==> src/hw/rtl/gpr_pkg.sv <==
// Shared constants, configuration and word types for the point-to-ring-cell block.
package gpr_pkg;

  localparam int MAX_HALF_SIDE = 256;
  localparam int Q_BITS        = $clog2(2 * MAX_HALF_SIDE);
  localparam int COORD_W       = 32;
  localparam int STEP_W        = 31;
  localparam int SIDE_W        = 9;
  localparam int IDX_W         = 9;
  localparam int ID_W          = 18;
  localparam int DIV_STAGES    = Q_BITS + 1;

  localparam logic [2:0] REG_LAT_MIN  = 3'd0;
  localparam logic [2:0] REG_LAT_MAX  = 3'd1;
  localparam logic [2:0] REG_LNG_MIN  = 3'd2;
  localparam logic [2:0] REG_LNG_MAX  = 3'd3;
  localparam logic [2:0] REG_LAT_STEP = 3'd4;
  localparam logic [2:0] REG_LNG_STEP = 3'd5;
  localparam logic [2:0] REG_HALF     = 3'd6;

  typedef struct packed {
    logic [COORD_W-1:0] lat_min;
    logic [COORD_W-1:0] lat_max;
    logic [COORD_W-1:0] lng_min;
    logic [COORD_W-1:0] lng_max;
    logic [STEP_W-1:0]  lat_cell_step;
    logic [STEP_W-1:0]  lng_cell_step;
    logic [SIDE_W-1:0]  half_side;
  } cfg_t;

  typedef struct packed {
    logic               in_box;
    logic [COORD_W-1:0] lat_off;
    logic [COORD_W-1:0] lng_off;
  } mid_word_t;

  typedef struct packed {
    logic             in_box;
    logic [IDX_W-1:0] row;
    logic [IDX_W-1:0] col;
    logic [ID_W-1:0]  id;
  } res_word_t;

endpackage

==> src/hw/rtl/gpr_front.sv <==
// Front end: box test, offset calculation and the short queue towards the back end.
module gpr_front import gpr_pkg::*; (
  input  logic               clk,
  input  logic               rst,
  input  cfg_t               cfg,
  input  logic               push,
  output logic               full,
  input  logic [COORD_W-1:0] lat_coord,
  input  logic [COORD_W-1:0] lng_coord,
  output logic               mid_valid,
  output mid_word_t          mid_word,
  input  logic               mid_pop
);

  mid_word_t   mem [0:3];
  logic [1:0]  wp, rp;
  logic [2:0]  cnt;
  logic        wr, rd;
  mid_word_t   w;
  logic [COORD_W:0] lat_d, lng_d;

  always_comb begin
    lat_d    = {lat_coord[COORD_W-1], lat_coord} - {cfg.lat_min[COORD_W-1], cfg.lat_min};
    lng_d    = {lng_coord[COORD_W-1], lng_coord} - {cfg.lng_min[COORD_W-1], cfg.lng_min};
    w.in_box = ($signed(lat_coord) >= $signed(cfg.lat_min)) &&
               ($signed(lat_coord) <= $signed(cfg.lat_max)) &&
               ($signed(lng_coord) >= $signed(cfg.lng_min)) &&
               ($signed(lng_coord) <= $signed(cfg.lng_max));
    // Inside the box both offsets are non-negative and fit in 32 bits.
    w.lat_off = lat_d[COORD_W-1:0];
    w.lng_off = lng_d[COORD_W-1:0];
  end

  assign full      = (cnt == 3'd4);
  assign mid_valid = (cnt != 3'd0);
  assign mid_word  = mem[rp];
  assign wr        = push && !full;
  assign rd        = mid_pop && mid_valid;

  always_ff @(posedge clk) begin
    if (wr) begin
      mem[wp] <= w;
    end
  end

  always_ff @(posedge clk) begin
    if (rst) begin
      wp  <= '0;
      rp  <= '0;
      cnt <= '0;
    end else begin
      if (wr) wp <= wp + 2'd1;
      if (rd) rp <= rp + 2'd1;
      cnt <= cnt + {2'b00, wr} - {2'b00, rd};
    end
  end

endmodule

==> src/hw/rtl/gpr_div.sv <==
// Pipelined restoring divider, one quotient bit a stage, saturating above the grid size.
module gpr_div import gpr_pkg::*; (
  input  logic               clk,
  input  logic [COORD_W-1:0] off,
  input  logic [STEP_W-1:0]  step,
  output logic [Q_BITS-1:0]  q,
  output logic               sat
);

  localparam int WW = COORD_W + Q_BITS;

  logic [COORD_W-1:0] rem  [0:Q_BITS];
  logic [Q_BITS-1:0]  quo  [0:Q_BITS];
  logic               satr [0:Q_BITS];
  logic [WW-1:0]      lim;

  assign lim = {{(WW-STEP_W){1'b0}}, step} << Q_BITS;

  always_ff @(posedge clk) begin
    rem[0]  <= off;
    quo[0]  <= '0;
    satr[0] <= (step == '0) || ({{Q_BITS{1'b0}}, off} >= lim);
  end

  for (genvar k = 1; k <= Q_BITS; k++) begin : g_stage
    localparam int B = Q_BITS - k;
    logic [WW-1:0] dsh;
    logic          ge;
    assign dsh = {{(WW-STEP_W){1'b0}}, step} << B;
    assign ge  = ({{Q_BITS{1'b0}}, rem[k-1]} >= dsh);
    always_ff @(posedge clk) begin
      rem[k]  <= ge ? rem[k-1] - dsh[COORD_W-1:0] : rem[k-1];
      quo[k]  <= quo[k-1] | (ge ? (Q_BITS'(1) << B) : '0);
      satr[k] <= satr[k-1];
    end
  end

  assign q   = quo[Q_BITS];
  assign sat = satr[Q_BITS];

endmodule

==> src/hw/rtl/gpr_back.sv <==
// Back end: dividers, clamp, ring arithmetic and the result queue with credit control.
module gpr_back import gpr_pkg::*; (
  input  logic        clk,
  input  logic        rst,
  input  cfg_t        cfg,
  input  logic        mid_valid,
  input  mid_word_t   mid_word,
  output logic        mid_pop,
  output logic        empty,
  input  logic        pop,
  output res_word_t   res_word
);

  localparam int L  = DIV_STAGES + 2;
  localparam int SW = Q_BITS + 4;

  logic [L-1:0]      vld;
  logic [L-1:0]      inb;
  logic [4:0]        credits;
  logic              issue, rd;

  logic [Q_BITS-1:0] qx, qy;
  logic              sx, sy;
  logic [Q_BITS-1:0] s, top;
  logic [Q_BITS-1:0] xa, ya;

  logic signed [SW-1:0] dx, dy, rr, ss, edge_c;
  logic signed [SW-1:0] edge_b;
  logic [Q_BITS-1:0]    xb, yb;
  logic [2*Q_BITS-1:0]  sq_b;
  logic [Q_BITS-1:0]    rm1;
  logic [ID_W+1:0]      id_full;
  res_word_t            rw;

  res_word_t   mem [0:15];
  logic [3:0]  wp, rp;
  logic [4:0]  cnt;

  assign issue   = mid_valid && (credits != 5'd0);
  assign mid_pop = issue;

  gpr_div u_div_lat (
    .clk(clk), .off(mid_word.lat_off), .step(cfg.lat_cell_step), .q(qx), .sat(sx)
  );
  gpr_div u_div_lng (
    .clk(clk), .off(mid_word.lng_off), .step(cfg.lng_cell_step), .q(qy), .sat(sy)
  );

  always_comb begin
    if (cfg.half_side == '0) s = Q_BITS'(1);
    else if (32'(cfg.half_side) > MAX_HALF_SIDE) s = Q_BITS'(MAX_HALF_SIDE);
    else s = Q_BITS'(cfg.half_side);
    top = Q_BITS'({s, 1'b0} - 1);
  end

  // Clamp stage.
  always_ff @(posedge clk) begin
    xa <= (sx || qx > top) ? top : qx;
    ya <= (sy || qy > top) ? top : qy;
  end

  always_comb begin
    dx = $signed({{(SW-Q_BITS){1'b0}}, xa}) - $signed({{(SW-Q_BITS){1'b0}}, s});
    dy = $signed({{(SW-Q_BITS){1'b0}}, ya}) - $signed({{(SW-Q_BITS){1'b0}}, s});
    rr = -dx;
    if (dx + SW'(1) > rr) rr = dx + SW'(1);
    if (-dy > rr) rr = -dy;
    if (dy + SW'(1) > rr) rr = dy + SW'(1);
    ss  = rr;
    rm1 = Q_BITS'(ss - SW'(1));
    if (dy == -ss)                edge_c = dx + ss;
    else if (dx == ss - SW'(1))   edge_c = SW'(3) * ss + dy - SW'(1);
    else if (dy == ss - SW'(1))   edge_c = SW'(5) * ss - SW'(3) - dx;
    else                          edge_c = SW'(7) * ss - SW'(4) - dy;
  end

  // Ring stage: square of the inner rings and position along the ring.
  always_ff @(posedge clk) begin
    xb     <= xa;
    yb     <= ya;
    sq_b   <= rm1 * rm1;
    edge_b <= edge_c;
  end

  always_comb begin
    id_full   = {sq_b, 2'b00} + (ID_W+2)'(edge_b);
    rw.in_box = inb[L-1];
    rw.row    = inb[L-1] ? IDX_W'(xb) : '0;
    rw.col    = inb[L-1] ? IDX_W'(yb) : '0;
    rw.id     = inb[L-1] ? id_full[ID_W-1:0] : '0;
  end

  always_ff @(posedge clk) begin
    inb <= {inb[L-2:0], mid_word.in_box};
  end

  assign empty    = (cnt == 5'd0);
  assign res_word = mem[rp];
  assign rd       = pop && !empty;

  always_ff @(posedge clk) begin
    if (vld[L-1]) begin
      mem[wp] <= rw;
    end
  end

  always_ff @(posedge clk) begin
    if (rst) begin
      vld     <= '0;
      credits <= 5'd16;
      wp      <= '0;
      rp      <= '0;
      cnt     <= '0;
    end else begin
      vld     <= {vld[L-2:0], issue};
      credits <= credits - {4'd0, issue} + {4'd0, rd};
      if (vld[L-1]) wp <= wp + 4'd1;
      if (rd) rp <= rp + 4'd1;
      cnt <= cnt + {4'd0, vld[L-1]} - {4'd0, rd};
    end
  end

endmodule

==> src/hw/rtl/geo_point_to_ring_cell_id_top.sv <==
// Top level of the point-to-ring-cell block: configuration registers and the two halves.
//
// Each word pushed in is one point (latitude, longitude, degrees times 2^22) and gives one
// result word: whether the point lies in the configured box, its row and column in the
// 2*half_side square grid, and its number in centre-outward ring order. A new point is
// taken every cycle while the front queue is not full; a point's result passes through the
// front queue, the two nine-stage dividers and their saturation check, and the clamp and
// ring stages, in that order, before it is written to the result queue. A four-word queue
// after the box test and a sixteen-word result queue, kept from overflowing by credits,
// let the input and output sides stall independently. Configuration writes are always
// accepted and should only be made while no points are in flight.
module geo_point_to_ring_cell_id_top import gpr_pkg::*; (
  input  logic               clk,
  input  logic               rst,
  input  logic               push,
  output logic               full,
  input  logic [COORD_W-1:0] lat_coord,
  input  logic [COORD_W-1:0] lng_coord,
  output logic               empty,
  input  logic               pop,
  output logic               in_box,
  output logic [IDX_W-1:0]   row_index,
  output logic [IDX_W-1:0]   col_index,
  output logic [ID_W-1:0]    ring_cell_id,
  input  logic               cfg_valid,
  output logic               cfg_ready,
  input  logic [2:0]         cfg_index,
  input  logic [31:0]        cfg_data
);

  cfg_t      cfg;
  logic      mid_valid, mid_pop;
  mid_word_t mid_word;
  res_word_t res_word;

  assign cfg_ready = 1'b1;

  // Register writes; an index past the list is ignored.
  always_ff @(posedge clk) begin
    if (rst) begin
      cfg.lat_min       <= '0;
      cfg.lat_max       <= '0;
      cfg.lng_min       <= '0;
      cfg.lng_max       <= '0;
      cfg.lat_cell_step <= STEP_W'(1);
      cfg.lng_cell_step <= STEP_W'(1);
      cfg.half_side     <= SIDE_W'(1);
    end else if (cfg_valid) begin
      unique case (cfg_index)
        REG_LAT_MIN:  cfg.lat_min       <= cfg_data;
        REG_LAT_MAX:  cfg.lat_max       <= cfg_data;
        REG_LNG_MIN:  cfg.lng_min       <= cfg_data;
        REG_LNG_MAX:  cfg.lng_max       <= cfg_data;
        REG_LAT_STEP: cfg.lat_cell_step <= cfg_data[STEP_W-1:0];
        REG_LNG_STEP: cfg.lng_cell_step <= cfg_data[STEP_W-1:0];
        REG_HALF:     cfg.half_side     <= cfg_data[SIDE_W-1:0];
        default: ;
      endcase
    end
  end

  gpr_front u_front (
    .clk(clk), .rst(rst), .cfg(cfg), .push(push), .full(full),
    .lat_coord(lat_coord), .lng_coord(lng_coord),
    .mid_valid(mid_valid), .mid_word(mid_word), .mid_pop(mid_pop)
  );

  gpr_back u_back (
    .clk(clk), .rst(rst), .cfg(cfg), .mid_valid(mid_valid), .mid_word(mid_word),
    .mid_pop(mid_pop), .empty(empty), .pop(pop), .res_word(res_word)
  );

  assign in_box       = res_word.in_box;
  assign row_index    = res_word.row;
  assign col_index    = res_word.col;
  assign ring_cell_id = res_word.id;

endmodule
==> config.mk <==
export PLATFORM = sky130hd
export DESIGN_NAME = geo_point_to_ring_cell_id_top
export DESIGN_NICKNAME = d
export VERILOG_FILES = /design/src/hw/rtl/gpr_pkg.sv /design/src/hw/rtl/gpr_front.sv /design/src/hw/rtl/gpr_div.sv /design/src/hw/rtl/gpr_back.sv /design/src/hw/rtl/geo_point_to_ring_cell_id_top.sv
export SDC_FILE = /design/constraint.sdc
export NUM_CORES = 2
export LEC_CHECK = 0
export BUFFER_PORTS_ARGS = -buffer_cell sky130_fd_sc_hd__buf_2
export CAP_MARGIN = 0
export CORE_MARGIN = 5
export CORE_UTILIZATION = 29
export CTS_BUF_LIST = sky130_fd_sc_hd__clkbuf_8
export DETAILED_ROUTE_END_ITERATION = 8
export SLEW_MARGIN = 20
export SYNTH_ARGS = -nofsm -noshare
export SYNTH_HDL_FRONTEND = slang
export SYNTH_SLANG_ARGS = --single-unit
==> constraint.sdc <==
create_clock -name clk -period 16.3 [get_ports clk]
set_input_delay 0.815 -clock clk [delete_from_list [all_inputs] [get_ports clk]]
set_output_delay 0.815 -clock clk [all_outputs]
set_load 0.005 [all_outputs]
# Word-level counts from Yosys, hierarchy flattened
# Memories as Yosys holds them, arrays and structs flattened. A register that Yosys moved wholly into a read port is not among the register bits.
# Index checks and enable logic that the tools add are counted.
totals:
  ff_bits: 313
  ram_bits: 1692
  output_inout_bits: 40
  mem_count: 8
memory_table:
  columns: ["name", "depth", "width", "read_ports", "rd_clocked_by_memory_dff", "wr", "line_no", "rtl"]
  rows:
  - ["u_back.mem", 16, 37, 1, 1, 1, "gpr_back.sv:35", "res_word_t mem [0:15];"]
  - ["u_back.u_div_lat.rem", 10, 32, 9, 0, 10, "gpr_div.sv:12", "logic [COORD_W-1:0] rem [0:Q_BITS];"]
  - ["u_back.u_div_lng.rem", 10, 32, 9, 0, 10, "gpr_div.sv:12", null]
  - ["u_front.mem", 4, 65, 1, 1, 1, "gpr_front.sv:15", "mid_word_t mem [0:3];"]
  - ["u_back.u_div_lat.quo", 10, 9, 10, 0, 10, "gpr_div.sv:13", "logic [Q_BITS-1:0] quo [0:Q_BITS];"]
  - ["u_back.u_div_lng.quo", 10, 9, 10, 0, 10, "gpr_div.sv:13", null]
  - ["+2 memories", null, null, null, null, null, null, null]
classes:
  add_sub_neg: 47
  n_mul: 4
  order_cmp: 30
  n_eq_ne: 10
  mux: 57
  n_bitwise: 18
  reduce_logical: 27
op_table:
  columns: ["operator", "n"]
  rows:
  - ["$mux 32", 18]
  - ["$sub 32x32->32", 18]
  - ["$ge 32x32->1", 4]
  - ["$ge 32x40->1", 2]
  - ["$ge 32x39->1", 2]
  - ["$mux 13", 6]
  - ["$ge 32x38->1", 2]
  - ["$ge 32x37->1", 2]
  - ["$ge 32x36->1", 2]
  - ["$mux 9", 8]
  - ["$ge 32x35->1", 2]
  - ["$ge 32x34->1", 2]
  - ["$ge 32x33->1", 2]
  - ["$ge 32x31->1", 2]
  - ["$le 32x32->1", 2]
  - ["$sub 32x31->32", 2]
  - ["$logic_not 31->1", 2]
  - ["$or 9x9->9", 6]
  - ["$eq 13x13->1", 3]
  - ["$gt 13x13->1", 3]
  - ["$neg 13->13", 3]
  - ["$add 13x13->13", 2]
  - ["$add 13x2->13 const B", 2]
  - ["$mul 4x13->13 const A", 2]
  - ["other kinds (44)", 94]

# Depth between registers and ports, before layout
logic_depth:
  ltp_word: 17
  depth_mapped: 82

# Modules after synthesis
# A second synthesis with hierarchy kept.
unflattened:
  hier_cells: 9439
  hier_area_um2: 103789.5
by_module_without_submodules:
  columns: ["mod", "n_inst", "cells_each", "area_each_um2"]
  rows:
  - ["gpr_div", 2, 2499, 21822.2]
  - ["gpr_back", 1, 2599, 37363.3]
  - ["gpr_front", 1, 1149, 15004.4]
  - ["geo_point_to_ring_cell_id_top", 1, 693, 7777.5]

# Least setup slack after synthesis
# Ideal clock, no wire load.
synth_timing:
  path_kind: "register to register"
  startpoint: "reg cfg[2] (netlist name)"
  endpoint: "reg u_back.sq_b[15]"
  arrival_ps: 15958
  setup_slack_ps: 221
  path_stages_with_launch: 80
  synth_period_minus_slack_ps: 16079
  path_cell_list: "dfxtp_1 nor4_1 a21oi_1 or2_2 inv_1 ha_1 inv_1 fa_1 xnor2_1 inv_1 ha_1 nor2b_1 xnor2_1 inv_1 ha_1 o21ai_0 o21bai_1 a211oi_1 [44 not listed] fa_1 ha_1 inv_1 fa_1 inv_1 ha_1 a21o_1 a21oi_1 o21ai_0 a21oi_1 o21ai_0 a21oi_1 o21bai_1 a21oi_1 o21bai_1 a21oi_1 xnor2_1 xnor2_1"
synth_via:
  elab_chain_len: 13
synth_lines:
  columns: ["item", "line_no", "rtl"]
  rows:
  - ["$gt 9x9->1", "gpr_back.sv:51", "else if (32'(cfg.half_side) > MAX_HALF_SIDE) s = Q_BITS'(MAX_HALF_SIDE);"]
  - ["$mux 9", "gpr_back.sv:51", null]
  - ["$mux 9 (*)", "gpr_back.sv:50", "if (cfg.half_side == '0) s = Q_BITS'(1);"]
  - ["$sub 9x9->10", "gpr_back.sv:63", "dx = $signed({{(SW-Q_BITS){1'b0}}, xa}) - $signed({{(SW-Q_BITS){1'b0}}, s});"]
  - ["$add 13x2->13 or $neg 13->13 (tied branches)", "gpr_back.sv:66, gpr_back.sv:65", null]
  - ["$gt 13x13->1", "gpr_back.sv:66", "if (dx + SW'(1) > rr) rr = dx + SW'(1);"]
  - ["$mux 13", "gpr_back.sv:66", null]
  - ["$gt 13x13->1", "gpr_back.sv:67", "if (-dy > rr) rr = -dy;"]
  - ["$mux 13", "gpr_back.sv:67", null]
  - ["$gt 13x13->1", "gpr_back.sv:68", "if (dy + SW'(1) > rr) rr = dy + SW'(1);"]
  - ["$mux 13 (*)", "gpr_back.sv:68", null]
  - ["$sub 13x2->13 (*)", "gpr_back.sv:70", "rm1 = Q_BITS'(ss - SW'(1));"]
  - ["$mul 9x9->16 (*)", "gpr_back.sv:81", "sq_b <= rm1 * rm1;"]
  - ["to (signal assigned)", "gpr_back.sv:81", null]
  - ["to (decl)", "gpr_back.sv:30", "logic [2*Q_BITS-1:0] sq_b;"]
# Every way passes the cells marked *; elsewhere a longest branch is shown, timed or not.
# A chain may end at the register's enable or synchronous reset.

# Final worst setup path
layout_timing:
  startpoint: "reg cfg[2] (netlist name)"
  endpoint: "reg u_back.sq_b[15]"
layout_via:
  elab_chain_len: 13
layout_lines:
  columns: ["item", "line_no"]
  rows:
  - ["$gt 9x9->1", "gpr_back.sv:51"]
  - ["$mux 9", "gpr_back.sv:51"]
  - ["$mux 9 (*)", "gpr_back.sv:50"]
  - ["$sub 9x9->10", "gpr_back.sv:63"]
  - ["$add 13x2->13 or $neg 13->13 (tied branches)", "gpr_back.sv:66, gpr_back.sv:65"]
  - ["$gt 13x13->1", "gpr_back.sv:66"]
  - ["$mux 13", "gpr_back.sv:66"]
  - ["$gt 13x13->1", "gpr_back.sv:67"]
  - ["$mux 13", "gpr_back.sv:67"]
  - ["$gt 13x13->1", "gpr_back.sv:68"]
  - ["$mux 13 (*)", "gpr_back.sv:68"]
  - ["$sub 13x2->13 (*)", "gpr_back.sv:70"]
  - ["$mul 9x9->16 (*)", "gpr_back.sv:81"]
# Marked as above.

==> impl_metrics.env <==
export IMPL_status="finished clean"
export IMPL_viasPerCell=4.759
export IMPL_core_area_sq_um=339000
export IMPL_arrival_ns=16.01
export IMPL_hold_buffers=0
export IMPL_synth_ff_type="dfxtp_1"
export IMPL_ys_top_cells_by_area="edfxtp_1, dfxtp_1, ha_1"
export IMPL_routedWlPerCell_um=17.68
export IMPL_dieHeight_um=592.9
export IMPL_place_inst=13630
export IMPL_num_io_pins=144
export IMPL_detailedPlace_worstSlack_ns=0.02896
export IMPL_yosysTopAreaCell="edfxtp_1"
export IMPL_avgSynthCellArea_sq_um=10.90
export IMPL_max_freq_ghz=0.06575
export IMPL_syn_area_sq_um=98520
export IMPL_period_minus_slack_ns=15.21
export IMPL_die_area_sq_um=351500
export IMPL_antenna_found_initial=18
export IMPL_worst_pin_slew_ns=0.9952
export IMPL_die_w_um=592.9
export IMPL_seq_area_frac_synth=0.4637
export IMPL_cp_top_family="adder cells"
export IMPL_fillCellCount=34270
export IMPL_critPathMaxStageDelay_ns=0.60
export IMPL_drt_iter0_drc=4463
export IMPL_initial_core_util=0.2906
export IMPL_ys_top_cells_by_count="dfxtp_1, ha_1, nand2_1, edfxtp_1, inv_1"
export IMPL_drive_gt1_frac=0.1435
export IMPL_finClkSkew_ns=0.07991
export IMPL_async_flop_share=0
export IMPL_clock_tree_buffer_depth=4
export IMPL_final_nets=10550
export IMPL_firstDrtPassIters=6
export IMPL_cts_sinks=1856
export IMPL_cp_num_buf_inv=14
export IMPL_ys_ff_latch=1856
export IMPL_port_buffers=142
export IMPL_grt_pass1_wl_mm=386.5
export IMPL_setup_slack_ns=1.090
export IMPL_setup_viol=0
export IMPL_grt_usage=0.1391
export IMPL_final_hold_violation_count=0
export IMPL_dp_hpwl_mm=179.0
export IMPL_cts_root_buf="clkbuf_8"
export IMPL_crit_path_frequent_cell="a21oi_1"
export IMPL_grt_max_degree=99
export IMPL_stdcell_count=14190
export IMPL_area_growth_pct=13.01
export IMPL_drt_antenna_violating_nets=0
export IMPL_crit_path_end_kind="flop"
export IMPL_worstPathMaxFanout=12
export IMPL_grt_ovfl_total=0
export IMPL_drc=0
export IMPL_cts_buffers=303
export IMPL_drv_slew=0
export IMPL_start_kind="flop"
export IMPL_clkTransAtPathRegs_ns=0.07
export IMPL_crit_required_ns=17.10
export IMPL_clock_latency_ns=0.94
export IMPL_slew_limit_headroom=0.3343
export IMPL_finalCritPeriodShare=0.9331
export IMPL_htree_levels=5
export IMPL_synth_top_area_share=0.2597
export IMPL_grt_pass1_vias=66720
export IMPL_routabilityCongestion=0.8674
export IMPL_cpMaxStageDelayCell="fa_1"
export IMPL_hold_path_class="input pin to flop"
export IMPL_yosysUniqueCellTypes=112
export IMPL_drv_cap=0
export IMPL_synth_edf_count=852
export IMPL_routed_wl_mm=250.8
export IMPL_syn_inst=9039
export IMPL_crit_type="flop to flop"
export IMPL_cts_tree="built"
export IMPL_post_synth_top_count_cell="dfxtp_1"
export IMPL_synth_nets=10170
export IMPL_rows=214
export IMPL_vias=67520
export IMPL_yosys_warnings=0
[per-stage QoR]
step	hold WS, ns	util	area [sq um]	TNS [ns]
finish	0.1529	0.3284	111300	0
global placement	0.3105	0.3105	105300	0
detailed placement	0.3121	0.3106	105300	0
floorplan	0.3096	-	98520	0
global route	0.07631	0.3284	111300	-0.02488
CTS	0.04398	0.3277	111100	0
[tightest hold or removal path, stage by stage]
cell     delay [ns]
buf_2          0.13
nand2_1        0.06
a21oi_1        0.05
[registers in the layout (all words and copies together), names as in the netlist, 4 cells and up, named ones only]
signal and cells:
u_back.mem 592, u_back.u_div_lat.rem 288, u_back.u_div_lng.rem 288, u_front.mem 260, cfg 199, u_back.u_div_lat.quo 45
u_back.u_div_lng.quo 45, u_back.sq_b 15, u_back.edge_b 13, u_back.inb 12, u_back.vld 12, u_back.u_div_lat.satr 10
u_back.u_div_lng.satr 10, u_back.xa 9, u_back.xb 9, u_back.ya 9, u_back.yb 9, u_back.cnt 5
u_back.credits 5, u_back.rp 4, u_back.wp 4
[layout make-up]
class                      instances  area, sq um  share of cell area
multi-input combinational       6182        49330              0.4431
sequential                      1856        45710              0.4105
tap                             4536         5675             0.05098
clock buffer                     340         4679             0.04203
inverter                         791         2982             0.02678
timing repair buffer             286         1832             0.01645
clock inverter                   188         1111            0.009979
antenna                            9        22.52           0.0002023
[per-layer routing]
layer | track usage | vias to the layer above | share of wire
met1 | 0.1920 | 32300 | 0.47
li1 | - | 33180 | -
met2 | 0.2239 | 1622 | 0.45
met4 | 0.04463 | 4 | 0.030
met5 | 0 | - | 0.00011
met3 | 0.02112 | 413 | 0.053
[cells in the final DEF, fill, tap and decap left out, types with 64 or more instances in the layout]
cell type,count
fa_1,117
nand2b_1,78
nand4_1,135
a21boi_0,208
a21oi_1,558
nor3_1,84
edfxtp_1,852
dfxtp_1,997
mux4_2,250
nor2b_1,131
nand2_1,892
a21o_1,124
mux2_2,286
nor2_1,624
clkbuf_8,341
xor2_1,120
buf_4,141
o21ai_0,462
nand3_1,86
buf_2,141
ha_1,912
xnor2_1,282
and2_1,65
inv_1,879
mux2i_1,64
[final timing paths]
path	start	endpoint	slack [ns]	cells past startpoint
worst min-delay path	cfg_data[31]	cfg[102]$_SDFFE_PP0P_	0.15	3
worst max register to register	cfg[2]$_SDFFE_PP0P_	u_back.sq_b[15]$_DFF_P_	1.09	71
worst max-delay path	cfg[2]$_SDFFE_PP0P_	u_back.sq_b[15]$_DFF_P_	1.09	71
worst min register to register	u_back.u_div_lng.quo[4][6]$_DFF_P_	u_back.u_div_lng.quo[5][6]$_DFF_P_	0.32	0
[cell families (layout without fill, tap and decap cells)]
logic type               count (synthesis)  after routing  share of synthesized area
flip-flops                            1856           1856                     0.4637
other                                    1             10                 0.00003806
AND/OR/NAND/NOR                       2370           2370                     0.1115
buffers and inverters                 1001           1605                    0.03876
AO/OA/AOI/OAI                         1760           1760                     0.1115
multiplexers                           607            607                    0.09741
adder cells (fa/ha/maj)               1034           1034                     0.1402
XOR/XNOR                               410            410                    0.03689
[what timing repair did]
action / in CTS / in global routing
setup endpoints to repair: 0 / 7
resized for setup: 0 / 21
setup buffers: 0 / 17
endpoints found under the hold margin: 0 / 0
Power is not shown: default switching activity piles up to over one toggle a cycle in this logic, so the estimate is an artifact.
